### src/hw/rtl/h264fs_pkg.sv
// Package for the H.264 Annex B frame splitter.
// Holds scanner codes, NAL type constants, state and result types, saturating helpers.
// No dependencies; every other file of the block but h264fs_if imports it.
package h264fs_pkg;

    typedef enum logic [2:0] {
        SCAN_NONE  = 3'd0,
        SCAN_Z1    = 3'd1,
        SCAN_Z2    = 3'd2,
        SCAN_Z3    = 3'd3,
        SCAN_NAL   = 3'd4,
        SCAN_SLICE = 3'd5
    } t_scan;

    typedef enum logic [1:0] {
        KIND_NONE  = 2'd0,
        KIND_FIRST = 2'd1,
        KIND_END   = 2'd2
    } t_kind;

    localparam logic [4:0] NAL_SLICE     = 5'd1;
    localparam logic [4:0] NAL_SLICE_IDR = 5'd5;
    localparam logic [4:0] NAL_SEI       = 5'd6;
    localparam logic [4:0] NAL_SPS       = 5'd7;
    localparam logic [4:0] NAL_PPS       = 5'd8;
    localparam logic [7:0] BYTE_ZERO     = 8'h00;
    localparam logic [7:0] BYTE_ONE      = 8'h01;

    typedef struct packed {
        t_scan      scan;
        logic [1:0] header_count;
        logic [1:0] slice_count;
        logic       have_start;
        logic       seeking_end;
        logic       last_was_slice;
        logic [2:0] bytes_since_code;
    } t_state;

    typedef struct packed {
        t_kind      boundary_kind;
        logic [2:0] back_offset;
        logic       ended_on_header;
    } t_result;

    localparam t_state STATE_RESET = '{
        scan: SCAN_NONE, header_count: 2'd0, slice_count: 2'd0, have_start: 1'b0,
        seeking_end: 1'b0, last_was_slice: 1'b0, bytes_since_code: 3'd0
    };

    function automatic logic [1:0] sat_inc2(input logic [1:0] v);
        return (v == 2'd3) ? 2'd3 : v + 2'd1;
    endfunction

    function automatic logic [2:0] sat_inc3(input logic [2:0] v);
        return (v == 3'd7) ? 3'd7 : v + 3'd1;
    endfunction

endpackage

### src/hw/rtl/h264fs_if.sv
// Handshake channels of the H.264 Annex B frame splitter: byte in, boundary out, config.
// No dependencies.
interface h264fs_in_if;
    logic       valid;
    logic       ready;
    logic [7:0] stream_byte;
    modport source (output valid, output stream_byte, input ready);
    modport sink   (input valid, input stream_byte, output ready);
endinterface

interface h264fs_out_if;
    logic       valid;
    logic       ready;
    logic [1:0] boundary_kind;
    logic [2:0] back_offset;
    logic       ended_on_header;
    modport source (output valid, output boundary_kind, output back_offset,
                    output ended_on_header, input ready);
    modport sink   (input valid, input boundary_kind, input back_offset,
                    input ended_on_header, output ready);
endinterface

interface h264fs_cfg_if;
    logic valid;
    logic ready;
    logic header_only_mode;
    modport source (output valid, output header_only_mode, input ready);
    modport sink   (input valid, input header_only_mode, output ready);
endinterface

### src/hw/rtl/h264fs_step.sv
// Combinational per-byte update: start code scan, NAL classification, frame boundary rules.
// Depends on h264fs_pkg.
module h264fs_step (
    input  h264fs_pkg::t_state  i_state,
    input  logic [7:0]          i_byte,
    input  logic                i_header_only_mode,
    output h264fs_pkg::t_state  o_state,
    output h264fs_pkg::t_result o_result
);
    import h264fs_pkg::*;

    t_state     s;
    t_kind      kind;
    logic [2:0] off;
    logic       eoh;
    logic       frame_end;
    logic [4:0] nal_type;

    assign nal_type = i_byte[4:0];

    always_comb begin
        s         = i_state;
        kind      = KIND_NONE;
        off       = 3'd0;
        eoh       = 1'b0;
        frame_end = 1'b0;

        // distance back to the code's first zero; extra zeros move that zero forward
        if (i_state.scan == SCAN_NONE && i_byte == BYTE_ZERO) begin
            s.bytes_since_code = 3'd0;
        end else if (!(i_state.scan == SCAN_Z3 && i_byte == BYTE_ZERO)) begin
            s.bytes_since_code = sat_inc3(i_state.bytes_since_code);
        end

        unique case (i_state.scan)
            SCAN_Z1: begin
                s.scan = (i_byte == BYTE_ZERO) ? SCAN_Z2 : SCAN_NONE;
            end
            SCAN_Z2: begin
                if (i_byte == BYTE_ONE)       s.scan = SCAN_NAL;
                else if (i_byte == BYTE_ZERO) s.scan = SCAN_Z3;
                else                          s.scan = SCAN_NONE;
            end
            SCAN_Z3: begin
                if (i_byte == BYTE_ONE)       s.scan = SCAN_NAL;
                else if (i_byte != BYTE_ZERO) s.scan = SCAN_NONE;
            end
            SCAN_NAL: begin
                if (nal_type == NAL_SLICE || nal_type == NAL_SLICE_IDR) begin
                    s.scan = SCAN_SLICE;
                end else begin
                    s.scan = SCAN_NONE;
                    if (nal_type == NAL_SEI || nal_type == NAL_SPS || nal_type == NAL_PPS) begin
                        s.last_was_slice = 1'b0;
                        s.header_count   = sat_inc2(i_state.header_count);
                    end
                end
            end
            SCAN_SLICE: begin
                // top bit marks the first macroblock of a picture
                if (i_byte[7]) begin
                    s.slice_count    = sat_inc2(i_state.slice_count);
                    s.last_was_slice = 1'b1;
                end
                s.scan = SCAN_NONE;
            end
            default: begin
                s.scan = (i_byte == BYTE_ZERO) ? SCAN_Z1 : SCAN_NONE;
            end
        endcase

        if (i_header_only_mode && s.header_count != 2'd0 && s.slice_count == 2'd1) begin
            frame_end = 1'b1;
        end else begin
            if (!s.have_start && s.header_count == 2'd1 && s.slice_count == 2'd0) begin
                s.have_start = 1'b1;
                kind         = KIND_FIRST;
            end
            if (!s.have_start && s.header_count == 2'd0 && s.slice_count == 2'd1) begin
                s.have_start   = 1'b1;
                s.seeking_end  = 1'b1;
                s.header_count = 2'd0;
                s.slice_count  = 2'd0;
                kind           = KIND_FIRST;
            end
            if (!s.seeking_end && s.header_count != 2'd0 && s.slice_count == 2'd1) begin
                s.seeking_end  = 1'b1;
                s.header_count = 2'd0;
                s.slice_count  = 2'd0;
            end
            if (s.seeking_end && (s.header_count != 2'd0 || s.slice_count != 2'd0)) begin
                frame_end = 1'b1;
            end
        end

        if (kind == KIND_FIRST) begin
            off = s.bytes_since_code;
        end

        // frame end: the next unit starts at this same code
        if (frame_end) begin
            kind          = KIND_END;
            off           = s.bytes_since_code;
            eoh           = !s.last_was_slice;
            s.have_start  = 1'b1;
            s.slice_count = 2'd0;
            if (s.last_was_slice) begin
                s.seeking_end  = 1'b1;
                s.header_count = 2'd0;
            end else begin
                s.seeking_end  = 1'b0;
                s.header_count = 2'd1;
            end
        end
    end

    assign o_state                  = s;
    assign o_result.boundary_kind   = kind;
    assign o_result.back_offset     = off;
    assign o_result.ended_on_header = eoh;

endmodule

### src/hw/rtl/h264_frame_splitter.sv
// Top level of the H.264 Annex B frame splitter: input register, state, result register.
// Depends on h264fs_pkg, h264fs_if and h264fs_step.
//
//   channel  | dir | payload                                          | accepted when
//   i_in     | in  | stream_byte[7:0]                                 | valid & ready
//   o_out    | out | boundary_kind[1:0], back_offset[2:0], ended_on_header | valid & ready
//   i_cfg    | in  | header_only_mode                                 | valid & ready
//
// One byte per clock unless o_out stalls; a byte goes via the input and result registers.
// The rate is set by the combinational scan state update in h264fs_step, fed from the input register.
// Reset (i_rst_n low, synchronous) clears the scan state, counts, flags and the mode bit.
// A stalled output holds its result; the input register then takes a byte only while it is empty.
// The config channel is always ready.
module h264_frame_splitter (
    input  logic                i_clk,
    input  logic                i_rst_n,
    h264fs_in_if.sink           i_in,
    h264fs_out_if.source        o_out,
    h264fs_cfg_if.sink          i_cfg
);
    import h264fs_pkg::*;

    logic       r_in_valid;
    logic [7:0] r_byte;
    logic       r_out_valid;
    t_result    r_result;
    t_state     r_state;
    logic       r_header_only_mode;
    t_state     n_state;
    t_result    n_result;
    logic       advance;

    assign advance    = !r_out_valid || o_out.ready;
    assign i_in.ready = !r_in_valid || advance;
    assign i_cfg.ready = 1'b1;

    h264fs_step u_step (
        .i_state            (r_state),
        .i_byte             (r_byte),
        .i_header_only_mode (r_header_only_mode),
        .o_state            (n_state),
        .o_result           (n_result)
    );

    always_ff @(posedge i_clk) begin
        if (!i_rst_n) begin
            r_in_valid         <= 1'b0;
            r_out_valid        <= 1'b0;
            r_state            <= STATE_RESET;
            r_header_only_mode <= 1'b0;
        end else begin
            if (i_cfg.valid) begin
                r_header_only_mode <= i_cfg.header_only_mode;
            end
            if (i_in.ready) begin
                r_in_valid <= i_in.valid;
            end
            if (advance) begin
                r_out_valid <= r_in_valid;
                // commit state only when the item moves into the result register
                if (r_in_valid) begin
                    r_state <= n_state;
                end
            end
        end
    end

    always_ff @(posedge i_clk) begin
        if (i_in.valid && i_in.ready) begin
            r_byte <= i_in.stream_byte;
        end
        if (advance && r_in_valid) begin
            r_result <= n_result;
        end
    end

    assign o_out.valid           = r_out_valid;
    assign o_out.boundary_kind   = r_result.boundary_kind;
    assign o_out.back_offset     = r_result.back_offset;
    assign o_out.ended_on_header = r_result.ended_on_header;

    a_kind_code: assert property (@(posedge i_clk) disable iff (!i_rst_n)
        o_out.valid |-> (o_out.boundary_kind == KIND_NONE ||
                         o_out.boundary_kind == KIND_FIRST ||
                         o_out.boundary_kind == KIND_END))
        else $error("boundary kind out of range");

    a_no_offset: assert property (@(posedge i_clk) disable iff (!i_rst_n)
        (o_out.valid && o_out.boundary_kind == KIND_NONE) |->
            (o_out.back_offset == 3'd0 && !o_out.ended_on_header))
        else $error("offset or header flag set without a boundary");

    a_header_flag: assert property (@(posedge i_clk) disable iff (!i_rst_n)
        (o_out.valid && o_out.ended_on_header) |-> o_out.boundary_kind == KIND_END)
        else $error("header flag outside a frame end");

    a_first_once: assert property (@(posedge i_clk) disable iff (!i_rst_n)
        r_state.have_start |=> r_state.have_start)
        else $error("start flag dropped after being set");

endmodule

### src/flat_wrapper.sv
// flat-port wrapper written by rule: the top's interface ports become plain ports
module h264_frame_splitter_flat import h264fs_pkg::*;
  (i_clk, i_rst_n, i_in_valid, i_in_stream_byte, i_in_ready, o_out_valid, o_out_boundary_kind, o_out_back_offset, o_out_ended_on_header, o_out_ready, i_cfg_valid, i_cfg_header_only_mode, i_cfg_ready);
  h264fs_in_if i_in_i ();
  h264fs_out_if o_out_i ();
  h264fs_cfg_if i_cfg_i ();
  input  logic i_clk;
  input  logic i_rst_n;
  input wire logic [$bits(i_in_i.valid)-1:0] i_in_valid;
  input wire logic [$bits(i_in_i.stream_byte)-1:0] i_in_stream_byte;
  output wire logic [$bits(i_in_i.ready)-1:0] i_in_ready;
  output wire logic [$bits(o_out_i.valid)-1:0] o_out_valid;
  output wire logic [$bits(o_out_i.boundary_kind)-1:0] o_out_boundary_kind;
  output wire logic [$bits(o_out_i.back_offset)-1:0] o_out_back_offset;
  output wire logic [$bits(o_out_i.ended_on_header)-1:0] o_out_ended_on_header;
  input wire logic [$bits(o_out_i.ready)-1:0] o_out_ready;
  input wire logic [$bits(i_cfg_i.valid)-1:0] i_cfg_valid;
  input wire logic [$bits(i_cfg_i.header_only_mode)-1:0] i_cfg_header_only_mode;
  output wire logic [$bits(i_cfg_i.ready)-1:0] i_cfg_ready;
  assign i_in_i.valid = i_in_valid;
  assign i_in_i.stream_byte = i_in_stream_byte;
  assign i_in_ready = i_in_i.ready;
  assign o_out_valid = o_out_i.valid;
  assign o_out_boundary_kind = o_out_i.boundary_kind;
  assign o_out_back_offset = o_out_i.back_offset;
  assign o_out_ended_on_header = o_out_i.ended_on_header;
  assign o_out_i.ready = o_out_ready;
  assign i_cfg_i.valid = i_cfg_valid;
  assign i_cfg_i.header_only_mode = i_cfg_header_only_mode;
  assign i_cfg_ready = i_cfg_i.ready;
  h264_frame_splitter u_core (.i_clk(i_clk), .i_rst_n(i_rst_n), .i_in(i_in_i), .o_out(o_out_i), .i_cfg(i_cfg_i));
endmodule
### config.mk
export PLATFORM = sky130hd
export DESIGN_NAME = h264_frame_splitter_flat
export DESIGN_NICKNAME = d
export VERILOG_FILES = /design/src/hw/rtl/h264fs_pkg.sv /design/src/hw/rtl/h264fs_if.sv /design/src/hw/rtl/h264fs_step.sv /design/src/hw/rtl/h264_frame_splitter.sv /design/src/flat_wrapper.sv
export SDC_FILE = /design/constraint.sdc
export NUM_CORES = 1
export LEC_CHECK = 0
export BUFFER_PORTS_ARGS = -buffer_cell sky130_fd_sc_hd__buf_4
export CORE_AREA = 8 8 76 78
export DETAILED_ROUTE_END_ITERATION = 12
export DIE_AREA = 0 0 84 86
export HOLD_SLACK_MARGIN = 0.06
export PLACE_DENSITY = 0.63
export SLEW_MARGIN = 20
export SYNTH_ARGS = -nofsm -noshare
export SYNTH_HDL_FRONTEND = slang
export SYNTH_SLANG_ARGS = --single-unit
### constraint.sdc
create_clock -name i_clk -period 2.7 [get_ports i_clk]
set_input_delay 0 -clock i_clk [delete_from_list [all_inputs] [get_ports i_clk]]
set_output_delay 0 -clock i_clk [all_outputs]
set_load 0.005 [all_outputs]
# == Yosys cells after proc, flatten, opt, wreduce, memory -nomap -nowiden ==
# Cells that the tools add are included.
# classes
add_sub_neg,3
n_reduce_logical,37
n_eq_ne,20
muxes,41
# ops
op,n
3-bit 2-to-1 mux,9
6-bit 2-to-1 mux,4
2-bit 2-to-1 mux,11
"5-bit by 3-bit equality test with 1-bit output, second input constant",3
3-bit case mux with 5 select lines,1
1-bit logical AND,13
1-bit 2-to-1 mux,13
"3-bit equality test, second input constant",3
"2-bit by 1-bit equality test with 1-bit output, second input constant",4
"8-bit by 1-bit equality test with 1-bit output, second input constant",1
8-bit logical NOT,1
4-bit 2-to-1 mux,2
2-bit nonzero test,4
8-bit nonzero test,1
"3-bit by 2-bit equality test with 1-bit output, second input constant",2
1-bit logical NOT,6
1-bit logical OR,6
3-bit AND reduction,2
"5-bit by 1-bit equality test with 1-bit output, second input constant",1
"5-bit by 4-bit equality test with 1-bit output, second input constant",1
"2-bit by 1-bit adder with 2-bit output, second input constant",2
"2-bit equality test, second input constant",2
2-bit logical NOT,2
"3-bit by 1-bit adder with 3-bit output, second input constant",1
6 further kinds,6
# word_totals
word_cells,115
register_bits,30

# == Logic depth before layout (Yosys ltp) ==
# Gate-level depths: netlist of run 1.
# logic_depth
ltp_word,28
mapped_depth,8
ltp_nobuf,7

# == Hierarchy ==
# A second synthesis of run 1 with hierarchy kept.
# hier_totals
hier_cells,178
area_unflattened_um2,1650.3
# modules_own_cells
module,area_per_inst_um2,cells_per_inst,instances,seq_area_each_um2
h264_frame_splitter,1092.3,85,1,740.7
h264fs_step,558.0,93,1,0.0

# == Least setup slack after synthesis of run 1 ==
# Ideal clock, no wire load.
# synth_timing
kind,register to register
from,register u_core.r_byte[2]
to,"register u_core.r_result, in the netlist u_core.o_out.back_offset[0] (data pin)"
stages_incl_launch_ff,7
required_time_ns,2.445
n_path_buf,0
setup_slack_ns,0.738
arrival_ns,1.707
setup_time_ns,0.255
path_cell_list,edfxtp_1 > or4_4 > nor3_4 > nand2b_2 > or3_4 > o21ai_2 > nor2_1
# synth_rtl
element,line,text
"start, declared",h264_frame_splitter.sv:24,logic [7:0] r_byte;
"start signal, assigned",h264_frame_splitter.sv:70,r_byte <= i_in.stream_byte;
"end signal, assigned",h264_frame_splitter.sv:73,r_result <= n_result;
"end, declared",h264_frame_splitter.sv:26,t_result r_result;

==> results of run 1 <==
## layout by cell type, fill, tap and decap left out, drive strengths merged, types with 3 or more instances in the layout
master / instances
clkbuf: 7
nand3: 8
o21ai: 18
buf: 22
nor2b: 9
dfxtp: 16
nor2: 16
edfxtp: 14
inv: 5
a21oi: 9
dlygate4sd3: 13
nor3: 6
a31oi: 4
nand2: 9
and2: 3
## per-stage QoR
stage	worst slack [ns]	area, um2	cells
floorplan	0.7377	1553	162
global placement	0.6526	1745	230
detailed placement	0.6150	1745	230
CTS	0.6151	1976	251
global route	0.5056	1976	251
finish	0.6155	1976	251
## cells in the mapped netlist (all sizes together) (2+ instances only)
| library cell | instances | area share |
|---|---|---|
| o21ai | 18 | 0.060 |
| dfxtp | 16 | 0.21 |
| nor2 | 16 | 0.039 |
| edfxtp | 14 | 0.27 |
| a21oi | 9 | 0.031 |
| nand2 | 9 | 0.022 |
| nor2b | 9 | 0.036 |
| nand3 | 8 | 0.026 |
| nor3 | 6 | 0.027 |
| inv | 5 | 0.012 |
| a31oi | 4 | 0.016 |
| buf | 4 | 0.016 |
| clkbuf | 4 | 0.0097 |
| and2 | 3 | 0.012 |
| a21boi | 2 | 0.0097 |
| a21o | 2 | 0.010 |
| a2bb2oi | 2 | 0.015 |
| ha | 2 | 0.016 |
| mux2i | 2 | 0.013 |
| nand2b | 2 | 0.0097 |
| nand4b | 2 | 0.011 |
| nor4b | 2 | 0.015 |
| o211ai | 2 | 0.013 |
| o31ai | 2 | 0.0097 |
| or3 | 2 | 0.011 |
## registers in the layout, summed over array words and instances (netlist names)
register	count
u_core.o_out.valid	1
u_core.r_byte	8
u_core.o_out.back_offset	3
u_core.r_state	13
u_core.o_out.boundary_kind	2
u_core.o_out.ended_on_header	1
u_core.r_in_valid	1
u_core.r_header_only_mode	1
## final timing paths
kind / slack [ns] / cells after the start / endpoint / from
setup / recovery: 0.62 / 6 / u_core.o_out.back_offset[0] / u_core.r_byte[2]
hold / removal: 0.10 / 4 / u_core.r_in_valid / o_out_ready
setup reg to reg: 0.62 / 6 / u_core.o_out.back_offset[0] / u_core.r_byte[2]
hold reg to reg: 0.54 / 2 / u_core.r_state[2] / u_core.r_state[2]
## cell type report
class                           instances  area [um2]  area share
Timing Repair Buffer                   35       295.3      0.1495
Clock buffer                            7       96.34     0.04877
Clock inverter                          1       3.754    0.001900
Multi-Input combinational cell        119       753.2      0.3813
Inverter                                5       18.77    0.009500
Tap cell                               54       67.56     0.03420
Sequential cell                        30       740.7      0.3749
## critical path, cell delays in order (launching register included)
cell	delay, ns
edfxtp_1	0.41
or4_4	0.57
nor3_4	0.23
nand2b_2	0.13
or3_4	0.37
o21ai_2	0.08
nor2_1	0.06
## logic make-up (layout without fill, tap and decap cells)
family / Yosys count / in the layout
simple gates: 66 / 66
buf+inv: 13 / 48
fa+ha+maj: 2 / 2
flops: 30 / 30
other cells: 1 / 1
xor+xnor: 1 / 1
mux: 3 / 3
compound gates: 46 / 46
## metal layers
layer	share of wire	routed length (um)	GRT usage
met1	0.47	1491	0.1092
met2	0.46	1448	0.1467
met3	0.060	189	0.03886
met4	0.0057	18	0.04553
met5	0	0	0
## power breakdown
part           internal, mW  leakage (nW)  switching, mW
sequential            0.496         0.265         0.0133
combinational        0.0519         0.439         0.0436
clock                 0.229        0.0519          0.159
total                 0.776         0.756          0.216
==> impl_results.md, run 1 <==
- Outcome: complete, no violations
- CTS root buffer: clkbuf_8
- DRT Pass-1 Iters: 4
- Clock sinks: 30
- Fraction of registers with async set or reset after synthesis: 0
- Mux share of post-synthesis cell area: 0.02015
- Clock tree buffer depth: 2
- Seq/Total Area, Yosys: 0.4770
- Worst Hold Class: in -> reg
- Max Fclk: 479.7 MHz
- Cts bufs inserted: 5
- Vias post-DR: 1266
- Post-CTS Resized: 0
- Routed WL per cell: 12.54 um
- Tightest Pin Transition: 0.5794 ns
- Syn Nets: 178
- Min cycle time layout: 2.084 ns
- Area Overhead vs Synth: 27.24%
- VDD IR max: 0.3097 mV
- PwrDens: 502.0 nW/um2
- Vias in the first global route: 1283
- Initial Utilization: 0.3377
- Synth unique cells: 51
- Leakage power: 0.7560 nW
- Worst slew margin: 0.6133
- Worst-Skew Late Latency: 0.27 ns
- Fin nets: 212
- Overflow after GRT: 0
- CP Capture Type: register
- CP Max Fanout: 5
- Gpl congestion: 0.8638
- Main combinational cell family by area after synthesis: simple AND/OR/NAND/NOR gates
- WS Path Type: reg -> reg
- I/O pins: 23
- H-tree Lvls: 2
- Crit path DAT: 2.12 ns
- DRT antenna net count: 0
- Pwr Total: 991.8 uW
- Reg clk slew, reported paths: 0.06 ns
- Fraction of layout cells with a size suffix above 1: 0.2132
- Final setup fails: 0
- Total core area: 4598 um2
- N_diodes: 0
- Post-synthesis instance area: 1553 um2
- Total Wirelength: 3148 um
- Row count: 25
- Min Hold Slack: 0.1022 ns
- Yosys warns: 0
- TritonCTS clock tree: built
- Post-Synth XOR/XNOR Area: 0.005641
- Final HPWL DP: 2149 um
- Post-synthesis compound-gate area fraction: 0.1934
- Height of the die: 86 um
- Setup TNS: 0 ns
- Synth Area in Adders: 0.01612
- Synth Area in Simple Gates: 0.2474
- Max Cap Viol: 0
- Final Hold Fails: 0
- Pin count of the biggest net entering global routing: 20
- First-pass GRT wire length: 5609 um
- Antenna violations before repair: 0
- Vias/cell: 5.044
- GRT Resource Usage Total: 0.09409
- DR DRC count: 0
- Cts hold-fix bufs: 13
- Crit start category: register
- RSZ-0062 raised after global routing: no
- Cells after Synth: 162
- Post-CTS Setup Bufs: 0
- Number of flops mapped to enable cells by yosys: 14
- PortBufs: 21
- Avg Inst Size Synth: 9.585 um2
- Synth Register Bits: 30
- DIE AREA: 7224 um2
- Synth Flop Type: dfxtp_1
- Final core occ: 0.4297
- Count of pins over their slew limit: 0
- Iter 0 DRT Violations: 146
- Chip width: 84 um
- Final worst-path cycle share: 0.7720
- Critical Path RT: 2.73 ns
- Clk_skew: 0.006325 ns
- Fillers: 449
(Power assumes the default switching activity.)
==> run 2, diff against run 1 <==
--- a/config.mk
+++ b/config.mk
@@ -5,12 +5,13 @@
 export SDC_FILE = /design/constraint.sdc
 export NUM_CORES = 1
 export LEC_CHECK = 0
+export ABC_AREA = 1
 export BUFFER_PORTS_ARGS = -buffer_cell sky130_fd_sc_hd__buf_4
-export CORE_AREA = 8 8 76 78
+export CORE_AREA = 8 8 75 77
 export DETAILED_ROUTE_END_ITERATION = 12
-export DIE_AREA = 0 0 84 86
+export DIE_AREA = 0 0 83 85
 export HOLD_SLACK_MARGIN = 0.06
-export PLACE_DENSITY = 0.63
+export PLACE_DENSITY = 0.64
 export SLEW_MARGIN = 20
 export SYNTH_ARGS = -nofsm -noshare
 export SYNTH_HDL_FRONTEND = slang
==> constraint.sdc (replaced) <==
create_clock -name i_clk -period 2.09 [get_ports i_clk]
set_input_delay 0 -clock i_clk [delete_from_list [all_inputs] [get_ports i_clk]]
set_output_delay 0 -clock i_clk [all_outputs]
set_load 0.005 [all_outputs]
==> impl_results.md, run 2 <==
- Outcome: complete, no violations
- H-tree Lvls: 2
- Fraction of layout cells with a size suffix above 1: 0.2533
- Fraction of registers with async set or reset after synthesis: 0
- Final Hold Fails: 0
- Synth Area in Adders: 0.01646
- Fin nets: 244
- Initial Utilization: 0.3352
- Vias in the first global route: 1313
- Mux share of post-synthesis cell area: 0
- Area Overhead vs Synth: 35.23%
- Crit path DAT: 1.99 ns
- Total core area: 4536 um2
- N_diodes: 0
- First-pass GRT wire length: 5733 um
- Final setup fails: 0
- VDD IR max: 0.3664 mV
- Synth Register Bits: 30
- Avg Inst Size Synth: 8.262 um2
- Iter 0 DRT Violations: 62
- Height of the die: 85 um
- Pin count of the biggest net entering global routing: 12
- WS Path Type: reg -> reg
- Max reg flops: 13
- R2r endpoint: u_core.o_out.back_offset[0]
- Min cycle time layout: 1.958 ns
- Gpl congestion: 0.8343
- CP Max Fanout: 6
- Yosys warns: 0
- Routed WL per cell: 11.86 um
- Post-synthesis instance area: 1520 um2
- I/O pins: 23
- Worst Hold Class: in -> reg
- Synth Area in Simple Gates: 0.2708
- Vias post-DR: 1387
- Post-Synth XOR/XNOR Area: 0
- Vias/cell: 4.901
- Synth Flop Type: dfxtp_1
- Destination of the worst hold path: u_core.r_byte[1]
- DRT Pass-1 Iters: 4
- Pwr Total: 1.414 mW
- Commonest cells after routing, fill and taps aside: nand2_1, buf_4, nor2_1
- Chip width: 83 um
- Crit Reg-Reg Startpoint: u_core.r_byte[1]
- Total Wirelength: 3357 um
- Top-area cell type share of the netlist area: 0.2765
- Row count: 25
- PwrDens: 688.0 nW/um2
- Final HPWL DP: 2417 um
- Final worst-path cycle share: 0.9368
- R2R setup slack: 0.13 ns
- Clock sinks: 30
- GRT met3 Usage: 0.03640
- Min Hold Slack: 0.4252 ns
- DIE AREA: 7055 um2
- Overflow after GRT: 0
- Reg clk slew, reported paths: 0.08 ns
- Syn Nets: 200
- CTS root buffer: clkbuf_8
- Clock tree buffer depth: 2
- Cells after Synth: 184
- Hold_sp: i_in_stream_byte[1]
- Clk_skew: 0.01060 ns
- PortBufs: 21
- Setup WS pre-CTS: 0.1271 ns
- Synth unique cells: 34
- Hold path depth: 2
- Leakage power: 0.8605 nW
- Max Cap Viol: 0
- Gr busiest metal: met2
- DRT antenna net count: 0
- Main combinational cell family by area after synthesis: simple AND/OR/NAND/NOR gates
- Synth cell count leaders: nand2_1, nor2_1, inv_1
- Post-synthesis compound-gate area fraction: 0.1490
- GRT Resource Usage Total: 0.09672
- Top-count cell post-synth: nand2_1
- Met1 Track Usage GR: 0.1171
- TritonCTS clock tree: built
- Number of flops mapped to enable cells by yosys: 14
- Final worst slack: 0.1320 ns
- DR DRC count: 0
- Most common cell after layout, fill and taps aside: nand2_1
- Synth area leader: edfxtp_1
- Most flops, register: u_core.r_state
- Max Fclk: 510.7 MHz
- Seq/Total Area, Yosys: 0.4872
- Crit start category: register
- Antenna violations before repair: 0
- Cts bufs inserted: 5
- Reg2Reg Depth: 12
- Worst-Skew Late Latency: 0.29 ns
- Critical Path RT: 2.12 ns
- Count of pins over their slew limit: 0
- Met2 Use GR: 0.1485
- Top post-synthesis cells by area: edfxtp_1, dfxtp_1, nand2_1, nor2_1, a21oi_1
- CP Capture Type: register
==> run 2: worst max path at each step <==
stage                           from                     endpoint  slack (ns)
CTS                 u_core.r_byte[1]  u_core.o_out.back_offset[2]        0.10
finish              u_core.r_byte[1]  u_core.o_out.back_offset[0]        0.13
detailed placement  u_core.r_byte[1]  u_core.o_out.back_offset[2]        0.13
global route        u_core.r_byte[1]  u_core.o_out.back_offset[0]       -0.04
floorplan           u_core.r_byte[1]  u_core.o_out.back_offset[2]        0.35
global placement    u_core.r_byte[1]  u_core.o_out.back_offset[2]        0.13
==> run 2: kinds of logic (layout without fill, tap and decap cells) <==
logic type	after synthesis	in the layout
AOI/OAI and AO/OA	38	38
adders and majority gates	2	2
buffers and inverters	29	74
DFF	30	30
other	1	1
and+or+nand+nor	84	84
==> run 2: area by class of cell <==
type / count / area [um2]
Clock inverter: 3 / 45.04
Inverter: 27 / 101.3
Multi-Input combinational cell: 125 / 704.4
Timing Repair Buffer: 39 / 327.8
Tap cell: 54 / 67.56
Sequential cell: 30 / 740.7
Clock buffer: 5 / 68.82
Fill cell: 449 / 2480
==> run 2: stage by stage <==
| step | util | TNS [ns] | area [um2] | std cells |
|---|---|---|---|---|
| finish | 0.4532 | 0 | 2056 | 283 |
| global route | 0.4532 | -0.06549 | 2056 | 283 |
| global placement | 0.3857 | 0 | 1749 | 259 |
| floorplan | - | 0 | 1520 | 184 |
| detailed placement | 0.3857 | 0 | 1749 | 259 |
| CTS | 0.4417 | 0 | 2003 | 281 |
==> run 2: timing repair <==
item                                    CTS  global route
buffers inserted                          0             2
resized for setup                         0             9
endpoints found under the setup margin    0             3
hold endpoints to repair                 17             0
hold buffers                             14             0
==> run 2: where the power goes <==
group | switching (mW) | internal [mW] | leakage (nW)
Clock | 0.241 | 0.354 | 0.0504
Combinational | 0.0822 | 0.0762 | 0.543
Sequential | 0.0167 | 0.644 | 0.267
==> run 2: routing by layer <==
layer	share of wire	routed length, um
met5	0	0
met4	0.020	66
met3	0.054	181
met2	0.44	1484
met1	0.48	1624
==> run 2: worst max-delay path, cell delays in order (launching register included) <==
cell and delay [ns]:
edfxtp_1 0.40, nor2_1 0.19, nand2_2 0.12, nand4_4 0.14
nand4_4 0.12, nor2_4 0.17, nor2_1 0.06, o21ai_2 0.06
nand3_2 0.11, nand2_4 0.11, inv_2 0.06, nor2_4 0.10
nor2_1 0.05
